**config.mk**
```make
export PLATFORM = sky130hd
export DESIGN_NAME = hpfa_ram
export DESIGN_NICKNAME = d
export VERILOG_FILES = /design/src/design/hpfa_ram.sv
export SDC_FILE = /design/constraint.sdc
export NUM_CORES = 1
export LEC_CHECK = 0
export ABC_AREA = 1
export BUFFER_PORTS_ARGS = -buffer_cell sky130_fd_sc_hd__buf_2
export CORE_MARGIN = 3
export CORE_UTILIZATION = 35
export CTS_BUF_LIST = sky130_fd_sc_hd__clkbuf_16
export DETAILED_ROUTE_END_ITERATION = 8
export PLACE_DENSITY = 0.5
export SKIP_LAST_GASP = 1
export SLEW_MARGIN = 20
export SYNTH_ARGS = -nofsm -noshare
export SYNTH_HDL_FRONTEND = slang
export SYNTH_SLANG_ARGS = --single-unit
```
**constraint.sdc**
```tcl
create_clock -name clk -period 1.51 [get_ports clk]
set_clock_uncertainty 0.15 [all_clocks]
set_input_delay 0.2265 -clock clk [delete_from_list [all_inputs] [get_ports clk]]
set_output_delay 0.2265 -clock clk [all_outputs]
set_load 0.01 [all_outputs]
```
**src/design/hpfa_ram.sv**
```systemverilog
// Generic single-port-write, single-port-read RAM with registered read data.
`timescale 1ns / 1ps
module hpfa_ram #(
  parameter int unsigned W = 8,
  parameter int unsigned D = 16
) (
  input  logic                 clk,
  input  logic                 we,
  input  logic [$clog2(D)-1:0] waddr,
  input  logic [W-1:0]         wdata,
  input  logic                 re,
  input  logic [$clog2(D)-1:0] raddr,
  output logic [W-1:0]         rdata
);

  logic [W-1:0] mem [D];

  // Write port and registered read port; read data holds when not enabled.
  always_ff @(posedge clk) begin
    if (we) begin
      mem[waddr] <= wdata;
    end
    if (re) begin
      rdata <= mem[raddr];
    end
  end

endmodule

```
==> run metrics <==
via count 3844; # hold bufs at CTS 0; CP arrival 1.04 ns; Worst path slowest cell edfxtp_1; vias per inst 4.65; Synthesized Nets 570; Chip Height 135 µm; Tightest Pin Transition 0.665 ns; crit share post-route 0.936; CP startpoint kind flop; H-tree levels 4; RSZ-0062 raised after global routing false; Final Hold Viols 0; number of port buffers 26; count of different cell masters after synthesis 11; Worst VDD drop 0.791 mV; yosys synthesis warning count 0; CTS Sinks 136; Cell Chain, Critical Path buf_2; Power Density 1210 nW/µm²; Fmax 0.707 GHz; Seq cells post-synth 136; CTS-repair resized insts 0; DR iter-0 viols 370; Clock Latency Late Sink 0.42 ns; nature of the critical path endpoint primary output; I/O pins 27; global-route wire length before repair 21700 µm; sequential share of the synthesized area 0.698; RePlAce Congestion 0.795; Setup TNS 0 ns; Max stage delay on crit path 0.45 ns; largest net degree at the start of global routing 33; row count 46; layout cell share with drive strength beyond 1 0.123; global route overflow 0; most frequent cells in the layout nand2_1, edfxtp_1, inv_1; nets@finish 619; Pre-antenna DRT Iters 5; total CTS buffers 17; max-slew violation count 0; Post-Synthesis Cells 551; Root Driver clkbuf_16; WP data required 1.13 ns; leakage 2.95 nW; Syn Area/Cell 10.6 µm²; Worst path top cell family by delay flip-flops; Fill cells 1587; vias in the first global route 3711; CTS tree yes; crit path kind flop to primary output; worst-path maximum fanout 1; die footprint 18300 µm²; DIE WIDTH 135 µm; Placeable Area 16100 µm²; Synth Cell Area 5850 µm²; Post-DP HPWL 8980 µm; Rel. slew slack 0.556; fin crit period 1.41 ns; Post-CTS Setup Bufs 0; antenna violations before repair 0; Hold Crit Class input port to flop; Final Setup Violations 0; CP bufs+invs 1; post-DR wirelength/cell 17.1 µm; DRT Wirelength 14200 µm; Max clock buf depth 2; P&R area growth vs syn 16.8%; status finished, final reports clean; Initial Util 0.363; cell area after layout 6830 µm²; most common cell after layout, fill and taps aside nand2_1; total track usage 0.164; Antenna Cells 0; MaxCap Viol Count 0; Area after DPL 6350 µm²; Final ANT Viol Nets 0; CTS clk-pin slew, worst paths 0.05 ns; Residual DRC 0
==> final timing paths <==
kind,depth (start not counted),endpoint,slack [ns],from
setup reg to reg,6,rdata[1]$_DFFE_PP_,0.17,mem[7][1]$_DFFE_PP_
hold / removal,1,rdata[7]$_DFFE_PP_,0.04,re
hold reg to reg,6,rdata[3]$_DFFE_PP_,0.60,mem[10][3]$_DFFE_PP_
setup / recovery,1,rdata[5],0.1,rdata[5]$_DFFE_PP_
==> per-stage QoR <==
step / setup slack, ns / utilization / cells / total power (W) / hold WS, ns
2_1_floorplan: 0.183 / - / 551 / 0.00466 / 0.175
3_5_place_dp: -0.217 / 0.394 / 797 / 0.00492 / 0.467
3_3_place_gp: -0.180 / 0.394 / 797 / 0.00492 / 0.462
4_1_cts: 0.101 / 0.424 / 827 / 0.00831 / 0.0341
6_report: 0.0962 / 0.424 / 827 / 0.00825 / 0.0365
5_1_grt: 0.0746 / 0.424 / 827 / 0.00857 / 0.0265
==> Yosys cell counts, drive strengths merged <==
library cell,count,area (µm²)
inv,102,383
edfxtp,136,4080
nand2,173,649
nor2,17,63.8
nand3b,2,15.0
nand3,97,485
buf,24,166
==> routing by layer <==
metal,vias to the layer above,GRT usage,part of all wire
met5,-,0,0
met4,0,0.0515,0.016
met3,17,0.0438,0.043
met2,88,0.253,0.46
met1,1860,0.226,0.48
li1,1879,-,-
==> power by group <==
group	internal [W]	total [W]	switching [W]	leakage, nW
combinational	0.000172	0.000553	0.000382	1.46
sequential	0.00426	0.00429	0.0000282	1.24
clock	0.00200	0.00341	0.00141	0.250
total	0.00643	0.00825	0.00182	2.95
==> cell type report <==
type                    instances  area (µm²)  share of cell area
clock inverters                13        51.3             0.00751
inverters                     102         383              0.0561
flip-flops and latches        136        4080               0.598
well taps                     216         270              0.0396
repair buffers                 54         403              0.0590
clock buffers                  17         425              0.0623
multi-input cells             289        1210               0.178
==> cells by family (layout without fill, tap and decap cells) <==
group,count (synthesis),count (layout),synth area share
buffers and inverters,126,186,0.0939
DFF,136,136,0.698
and+or+nand+nor,289,289,0.208
==> registers in the layout, summed over array words and instances, names as in the netlist <==
signal,flops
rdata,8
mem,128
No activity file was read; power rests on OpenSTA's default activity.
