**src/design/hpfa_pkg.sv**
```systemverilog
// Package with shared types and constants of the harmonic pair force accumulator.
`timescale 1ns / 1ps
package hpfa_pkg;

  localparam int unsigned MaxParticles = 1024;
  localparam int unsigned SpaceDims    = 3;
  localparam int unsigned AddrW        = $clog2(MaxParticles);

  // Command codes.
  localparam logic [1:0] CMD_CLEAR  = 2'd0;
  localparam logic [1:0] CMD_PAIR   = 2'd1;
  localparam logic [1:0] CMD_READ   = 2'd2;
  localparam logic [1:0] CMD_UNUSED = 2'd3;

  // Configuration register indexes.
  localparam logic REG_RANGE     = 1'b0;
  localparam logic REG_STIFFNESS = 1'b1;

  localparam logic signed [47:0] ForceMax = 48'sh7FFF_FFFF_FFFF;
  localparam logic signed [47:0] ForceMin = 48'sh8000_0000_0000;

  typedef struct packed {
    logic [1:0]         cmd;
    logic [9:0]         particle_index;
    logic [9:0]         other_index;
    logic signed [31:0] disp_x;
    logic signed [31:0] disp_y;
    logic signed [31:0] disp_z;
    logic [31:0]        pair_distance;
  } in_word_t;

  typedef struct packed {
    logic signed [47:0] force_x;
    logic signed [47:0] force_y;
    logic signed [47:0] force_z;
    logic               saturated;
  } out_word_t;

  // One entry of the force memory.
  typedef struct packed {
    logic               sat;
    logic signed [47:0] fz;
    logic signed [47:0] fy;
    logic signed [47:0] fx;
  } entry_t;

  typedef struct packed {
    logic        start;
    logic [63:0] dividend;
    logic [31:0] divisor;
  } div_req_t;

  typedef struct packed {
    logic        done;
    logic [63:0] quotient;
  } div_rsp_t;

  typedef enum logic [3:0] {
    S_IDLE,
    S_CLEAR,
    S_TMUL,
    S_DIV_T,
    S_WAIT_T,
    S_DIV_U,
    S_WAIT_U,
    S_DIV_C,
    S_WAIT_C,
    S_MUL,
    S_RD_A,
    S_WR_A,
    S_RD_B,
    S_WR_B,
    S_RD_Q,
    S_RD_OUT
  } state_t;

endpackage

```
**src/design/hpfa_div.sv**
```systemverilog
// Bit-serial restoring divider, 64-bit dividend by 32-bit divisor.
`timescale 1ns / 1ps
module hpfa_div (
  input  logic                clk,
  input  logic                rst,
  input  hpfa_pkg::div_req_t  req,
  output hpfa_pkg::div_rsp_t  rsp
);

  logic        busy;
  logic        done;
  logic [5:0]  count;
  logic [31:0] rem;
  logic [63:0] quot;
  logic [31:0] divisor;
  logic [32:0] trial;

  // Shift in the next dividend bit and try the subtraction.
  assign trial = {rem, quot[63]};

  // Iteration control: one quotient bit per cycle.
  always_ff @(posedge clk) begin
    if (rst) begin
      busy  <= 1'b0;
      done  <= 1'b0;
      count <= '0;
    end else if (req.start) begin
      busy  <= 1'b1;
      done  <= 1'b0;
      count <= '0;
    end else begin
      done <= busy && (count == 6'd63);
      if (busy) begin
        count <= count + 6'd1;
        if (count == 6'd63) begin
          busy <= 1'b0;
        end
      end
    end
  end

  // Remainder and quotient datapath.
  always_ff @(posedge clk) begin
    if (req.start) begin
      rem     <= '0;
      quot    <= req.dividend;
      divisor <= req.divisor;
    end else if (busy) begin
      if (trial >= {1'b0, divisor}) begin
        rem  <= 32'(trial - {1'b0, divisor});
        quot <= {quot[62:0], 1'b1};
      end else begin
        rem  <= trial[31:0];
        quot <= {quot[62:0], 1'b0};
      end
    end
  end

  assign rsp.done     = done;
  assign rsp.quotient = quot;

  // A new division never starts while one is in flight.
  a_no_restart: assert property (@(posedge clk) disable iff (rst)
    req.start |-> !busy)
    else $error("divider restarted while busy");

  // Done follows the last iteration.
  a_done_after_last: assert property (@(posedge clk) disable iff (rst)
    (busy && count == 6'd63 && !req.start) |=> done)
    else $error("divider done missing");

  // Done appears only after a busy cycle.
  a_done_source: assert property (@(posedge clk) disable iff (rst)
    $rose(done) |-> $past(busy))
    else $error("divider done without work");

endmodule

```
**config.mk**
```make
export PLATFORM = sky130hd
export DESIGN_NAME = hpfa_div
export DESIGN_NICKNAME = d
export VERILOG_FILES = /design/src/design/hpfa_pkg.sv /design/src/design/hpfa_div.sv
export SDC_FILE = /design/constraint.sdc
export NUM_CORES = 1
export LEC_CHECK = 0
export BUFFER_PORTS_ARGS = -buffer_cell sky130_fd_sc_hd__buf_2
export CORE_MARGIN = 10
export CORE_UTILIZATION = 25
export CTS_CLUSTER_DIAMETER = 40
export DETAILED_ROUTE_END_ITERATION = 6
export GPL_TIMING_DRIVEN = 0
export SYNTH_ARGS = -nofsm -noshare
export SYNTH_HDL_FRONTEND = slang
export SYNTH_SLANG_ARGS = --single-unit
```
**constraint.sdc**
```tcl
create_clock -name clk -period 3.4 [get_ports clk]
set_clock_uncertainty 0.15 [all_clocks]
set_input_delay 0.68 -clock clk [delete_from_list [all_inputs] [get_ports clk]]
set_output_delay 0.68 -clock clk [all_outputs]
set_load 0.02 [all_outputs]
```
==> results of run 1 <==
[layer usage]
metal	vias up	GRT usage, %
met5	-	0
met4	6	3.790
met3	33	5.773
met2	227	19.02
met1	3032	15.12
li1	3049	-
[kinds of logic (layout without fill, tap and decap cells)]
| group | Yosys count | after routing | synth area share (%) |
|---|---|---|---|
| adder cells (fa/ha/maj) | 34 | 34 | 5.624 |
| other | 0 | 3 | 0 |
| flip-flops | 136 | 136 | 47.85 |
| XOR/XNOR | 28 | 28 | 3.186 |
| multiplexers | 68 | 68 | 9.883 |
| buffers and inverters | 87 | 283 | 5.071 |
| AND/OR/NAND/NOR | 192 | 192 | 12.14 |
| AO/OA/AOI/OAI | 175 | 175 | 16.24 |
[area by class of cell]
cell class,count,share of cell area (%)
Sequential cell,136,38.27
Buffer,45,2.418
Antenna cell,3,0.07800
Tap cell,396,5.148
Timing Repair Buffer,164,8.684
Clock buffer,17,4.420
Clock inverter,15,1.690
Inverter,42,1.638
Multi-Input combinational cell,497,37.65
[Yosys cell counts, types with 5 or more instances]
cell and n:
mux2_2 64, ha_1 33, clkbuf_1 24, inv_1 42, xor2_1 12, a211oi_1 5, nand4_1 14, nand3_1 31
dfxtp_1 40, o21ai_1 18, o21bai_1 6, or2_2 5, nor3_1 8, buf_2 12, edfxtp_1 96, buf_6 5
o21a_1 5, a21o_1 12, o21ai_0 22, nand2_1 43, a21oi_1 34, nor2_1 58, a311oi_1 20, xnor2_1 16
o22ai_1 5
[state kept, by name (all words and copies together) (netlist names)]
register  flops
quot         64
divisor      32
rem          32
count         6
busy          1
done          1
[power breakdown]
part | leakage (nW) | switching [mW] | internal, mW
Sequential | 1.28 | 0.0861 | 1.95
Combinational | 2.32 | 0.663 | 0.426
Clock | 0.282 | 0.840 | 1.04
Total | 3.89 | 1.59 | 3.41
[per-stage QoR]
stage | cell area (sq um) | std cells
final | 9624 | 1315
after global routing | 9617 | 1312
after CTS | 9617 | 1312
after detailed placement | 9029 | 1280
after global placement | 9009 | 1279
after floorplan | 7697 | 720
[final timing paths]
| path | slack [ns] | to | cells past startpoint |
|---|---|---|---|
| worst max-delay path | 0.25 | quot[0]$_DFFE_PP_ | 11 |
| worst min-delay path | 0.26 | busy$_SDFF_PP0_ | 2 |
| worst max register to register | 0.25 | quot[0]$_DFFE_PP_ | 11 |
| worst min register to register | 0.35 | count[5]$_SDFFE_PP0P_ | 2 |
[critical path, stage by stage (launching register included)]
cell and delay, ns:
edfxtp_1 0.33, inv_1 0.04, ha_1 0.37, a21oi_1 0.35, o21ai_2 0.15, nor3_2 0.20
nand3_1 0.16, and3_4 0.23, o21ai_4 0.26, buf_6 0.19, nand2_1 0.17, mux2_2 0.30
==> key figures, run 1 <==
Run status
  – Outcome: completed

Placement
  – I/O Buffers: about 160
  – DP HPWL: around 19000 microns
  – Dpl ws: -0.1895 ns
  – Routability cong.: ~0.9

Power and ir drop
  – Leak Pwr: 3.886 nW
  – Tot Pwr: 4.998 mW
  – Pwr dens: 519.3 nW/um^2
  – Peak VDD IR: 0.0004026 V

Hold path
  – Hold Startpoint: rst
  – HP Class: primary input to register

Timing
  – Final min period: 3.146 ns
  – Final TNS setup: 0 ns
  – Slew Limit Fails: 0
  – Final WS setup: roughly 0.25 ns
  – Final hold vios: 0
  – Hold slack: roughly 0.26 ns
  – Setup violations, final: 0
  – Fmax: between 300 and 400 MHz
  – RSZ-0062 raised after global routing: false
  – Fin crit share: between 90% and 100%
  – Rel. slew slack: 42.82%
  – Slew @ Worst Pin: 0.8578 ns

Drt
  – DRT antenna net count: 0
  – Initial DRC Count: roughly 410
  – Wirelength per Cell: 18.38 microns
  – Met2 WL post-DR: 10800 microns
  – Via density: just under 5
  – Met3 Wirelength: 2271 microns
  – Top routing layer in use: met5
  – Via count: 6347
  – Met1 WL: around 11000 microns
  – DRC: 0
  – Number of iterations in the first detailed-routing pass: 7
  – Final wirelength: 24170 microns

Cells and area
  – Final cell utilization of the core: roughly a third
  – Multi-input logic area: between 3000 and 4000 sq um
  – Area growth, synth to finish: 25.03%
  – # nets final: 1036
  – Fillers: approximately 3200
  – Most frequent cells in the layout: buf_2 (175), edfxtp_1 (96), mux2_2 (64)
  – Register area: 3684 sq um
  – Most common cell after layout, fill and taps aside: buf_2
  – Share of cells above drive strength 1: 33.30%

Clocking
  – Sink Count: around 140
  – Num CTS Buffers: 17
  – CTS tree: done
  – Post-CTS sizing: 0
  – Worst-Skew Late Latency: around 0.43 ns
  – Clock Path Buffers: 2
  – Worst-path clk slew: roughly 0.07 ns
  – CTS Hold Bufs: 0
  – Post-CTS Setup Bufs: 0
  – Root Buffer: clkbuf_16
  – H-tree levels: 4

Yosys
  – Synth area leader: edfxtp_1
  – Syn Std Cell Area: 7697 sq um
  – FFs w/ async S/R, synth: 0%
  – Top cells by area, synth: edfxtp_1 (37%), dfxtp_1 (10%), mux2_2 (9.4%)
  – Mapped Cells: between 700 and 800
  – Top FF cell, synth: edfxtp_1
  – Number of synthesized flops with an enable pin: 96
  – Yosys top cell area share: 37.45%
  – Synth warn: 0
  – Syn_nets: around 850
  – Syn_area_per_cell: 10.69 sq um
  – Seq/Total Area, Yosys: a little under half
  – Synth cell types: 74
  – Synth Register Bits: about 140

Die
  – Die height: just under 200 microns
  – Effective utilization at floorplan: approximately a quarter
  – Core area: just over 30000 sq um
  – Num rows: 64
  – Die footprint: roughly 38000 sq um
  – Die width: slightly below 200 microns
  – IO Count: around 160

Global route
  – Vias in the first global route: roughly 6700
  – Global-route wire length before repair: about 38000 microns
  – All-Layer GR Usage: 12.41%
  – Gr ovfl total: 0
  – Largest net degree at the start of global routing: 36
  – Initial antenna violation count: 5

Worst setup path
  – Critical path class: register to register
  – Worst setup path startpoint: divisor[16]$_DFFE_PP_
  – Crit path DAT: roughly 3.2 ns
  – Reg2reg start: divisor[16]$_DFFE_PP_
  – Worst setup EP type: register
  – Worst Setup Start Kind: register
  – Critical path fanouts, max: 10
  – Crit path required time: 3.44 ns

Flow run
  – Max-cap violations: 0
Note: power is estimated with default switching activity, not from simulation.
==> run 2: changes to the inputs <==
- clock period: 3.4 -> 3.15 ns (I/O delays scaled with it)
==> key figures, run 2 (synthesized netlist as in run 1, its figures left out) <==
Worst setup path
  – Worst Setup Start Kind: register (unchanged)
  – CP Buf/Inv Count: 3 (was 2)
  – Slowest-stage cell, CP: nor4_4 (was ha_1)
  – Worst path depth: 12 (was 11)
  – Crit path DAT: 3.20 ns (was 3.19 ns)
  – Crit-path leading delay family: compound AO/OA/AOI/OAI gates (unchanged)
  – Critical path fanouts, max: 8 (was 10)
  – Crit path required time: 3.33 ns (was 3.44 ns)
  – R2r worst-path depth: 12 (was 11)
  – Crit path largest cell delay: 0.41 ns (was 0.37 ns)
  – Critical path class: register to register (unchanged)
  – Worst-path cell chain: inv_1, ha_1, buf_2, nand4_1, nor4_4, a21oi_1, o21ai_1, a221o_1, o21ai_4, buf_4, a211o_1, a311oi_1 (was inv_1, ha_1, a21oi_1, o21ai_2, nor3_2, nand3_1, and3_4, o21ai_4, buf_6, nand2_1, mux2_2)
  – Worst setup EP type: register (unchanged)

Timing
  – Fmax: 332.0 MHz (was 317.8 MHz)
  – Final min period: 3.012 ns (was 3.146 ns)
  – Final hold vios: 0 (unchanged)
  – Rel. slew slack: 52.87% (was 42.82%)
  – Final WS setup: 0.1384 ns (was 0.2537 ns)
  – Final TNS setup: 0 ns (unchanged)
  – Slew @ Worst Pin: 0.7059 ns (was 0.8578 ns)
  – Hold slack: 0.2121 ns (was 0.2605 ns)
  – Slew Limit Fails: 0 (unchanged)
  – Fin crit share: 95.61% (was 92.54%)
  – Setup violations, final: 0 (unchanged)

Die
  – IO Count: 164 (unchanged)
  – Die footprint: 38210 sq um (unchanged)
  – Die width: 195.5 microns (unchanged)
  – Effective utilization at floorplan: 25.23% (unchanged)
  – Core area: 30510 sq um (unchanged)
  – Die height: 195.5 microns (unchanged)
  – Num rows: 64 (unchanged)

Global route
  – Initial antenna violation count: 5 (unchanged)
  – Global-route wire length before repair: 37510 microns (was 37500 microns)
  – Largest net degree at the start of global routing: 36 (unchanged)
  – Gr ovfl total: 0 (unchanged)
  – Vias in the first global route: 6674 (was 6675)
  – All-Layer GR Usage: 12.41% (about the same)

Cells and area
  – Final cell utilization of the core: 31.77% (was 31.55%)
  – Fillers: 3168 (was 3174)
  – Area growth, synth to finish: 25.91% (was 25.03%)
  – Largest Register: quot (unchanged)
  – Largest registers: quot: 64 flops, divisor: 32 flops, rem: 32 flops (unchanged)
  – Most frequent cells in the layout: buf_2 (173), edfxtp_1 (96), mux2_2 (64) (was buf_2 (175), edfxtp_1 (96), mux2_2 (64))
  – # nets final: 1041 (was 1036)
  – Share of cells above drive strength 1: 34.09% (was 33.30%)
  – Cell area after layout: 9692 sq um (was 9624 sq um)
  – Most common cell after layout, fill and taps aside: buf_2 (unchanged)
  – Largest register FFs: 64 (unchanged)
  – Non-Filler Instances: 1320 (was 1315)

Drt
  – Via density: 4.817 (was 4.827)
  – Via count: 6358 (was 6347)
  – DRC: 0 (unchanged)
  – Number of iterations in the first detailed-routing pass: 4 (was 7)
  – DRT antenna net count: 0 (unchanged)
  – Final wirelength: 24290 microns (was 24170 microns)
  – Wirelength per Cell: 18.40 microns (was 18.38 microns)
  – Initial DRC Count: 413 (was 409)

Placement
  – Dpl ws: -0.3895 ns (was -0.1895 ns)
  – Routability cong.: 0.9031 (unchanged)
  – I/O Buffers: 163 (unchanged)
  – DP HPWL: 18580 microns (unchanged)
  – Placed instance count: 1280 (unchanged)
  – Area after DPL: 9029 sq um (unchanged)

Hold path
  – Worst hold path depth: 2 (unchanged)
  – HP Class: primary input to register (unchanged)

Clocking
  – Root Buffer: clkbuf_16 (unchanged)
  – H-tree levels: 4 (unchanged)
  – Sink Count: 136 (unchanged)
  – Num CTS Buffers: 17 (unchanged)
  – CTS tree: done (unchanged)
  – Worst-Skew Late Latency: 0.43 ns (about the same)
  – Worst-path clk slew: 0.06 ns (was 0.07 ns)
  – Clock Path Buffers: 2 (unchanged)

Power and ir drop
  – Leak Pwr: 3.928 nW (was 3.886 nW)
  – Peak VDD IR: 0.0004321 V (was 0.0004026 V)
  – Pwr dens: 557.7 nW/um^2 (was 519.3 nW/um^2)
  – Tot Pwr: 5.406 mW (was 4.998 mW)

Run status
  – Outcome: completed (unchanged)

Flow run
  – Max-cap violations: 0 (unchanged)
==> run 2: changes by cell type in the layout (fill, tap and decap cells not counted), moves of 2 or more <==
cell	change
clkbuf_4	+2
a21oi_2	+2
buf_4	+5
buf_2	-2
a21oi_1	-2
==> run 2: power breakdown <==
group | total, mW | leakage (nW) | switching, mW | internal (mW)
Sequential | 2.19 | 1.28 | 0.0924 | 2.10
Combinational | 1.19 | 2.36 | 0.722 | 0.467
Clock | 2.02 | 0.282 | 0.904 | 1.12
Total | 5.41 | 3.93 | 1.72 | 3.69
==> run 2: timing repair <==
action / 4_1_cts / 5_1_grt
resized for setup: 1 / 7
endpoints found under the setup margin: 1 / 20
setup buffers: 0 / 5
hold endpoints to repair: 0 / 0
hold buffers: 0 / 0
pin swaps: 0 / 7
==> run 2: area by class of cell <==
type | count | area (sq um) | share of cell area, %
flip-flops and latches | 136 | 3684 | 38.01
well taps | 396 | 495.5 | 5.112
repair buffers | 169 | 875.8 | 9.037
diodes | 3 | 7.507 | 0.07746
clock buffers | 17 | 425.4 | 4.389
plain buffers | 45 | 235.2 | 2.427
inverters | 42 | 157.7 | 1.627
multi-input cells | 497 | 3649 | 37.65
clock inverters | 15 | 162.7 | 1.678
==> run 2: metal layers <==
| layer | GRT usage (%) | vias to the layer above | share of wire, % | routed length (microns) |
|---|---|---|---|---|
| li1 | - | 3068 | - | - |
| met1 | 15.11 | 3047 | 44 | 10670 |
| met2 | 19.05 | 211 | 45 | 10970 |
| met3 | 5.773 | 26 | 9.4 | 2273 |
| met4 | 3.790 | 6 | 1.4 | 342 |
| met5 | 0 | - | 0.16 | 38 |
==> run 2: path summary, 6_finish.rpt <==
kind,start,end,slack [ns]
setup / recovery,divisor[22]$_DFFE_PP_,rem[17]$_SDFFE_PP0P_,0.14
hold / removal,rst,busy$_SDFF_PP0_,0.21
setup reg to reg,divisor[22]$_DFFE_PP_,rem[17]$_SDFFE_PP0P_,0.14
hold reg to reg,count[5]$_SDFFE_PP0P_,count[5]$_SDFFE_PP0P_,0.35
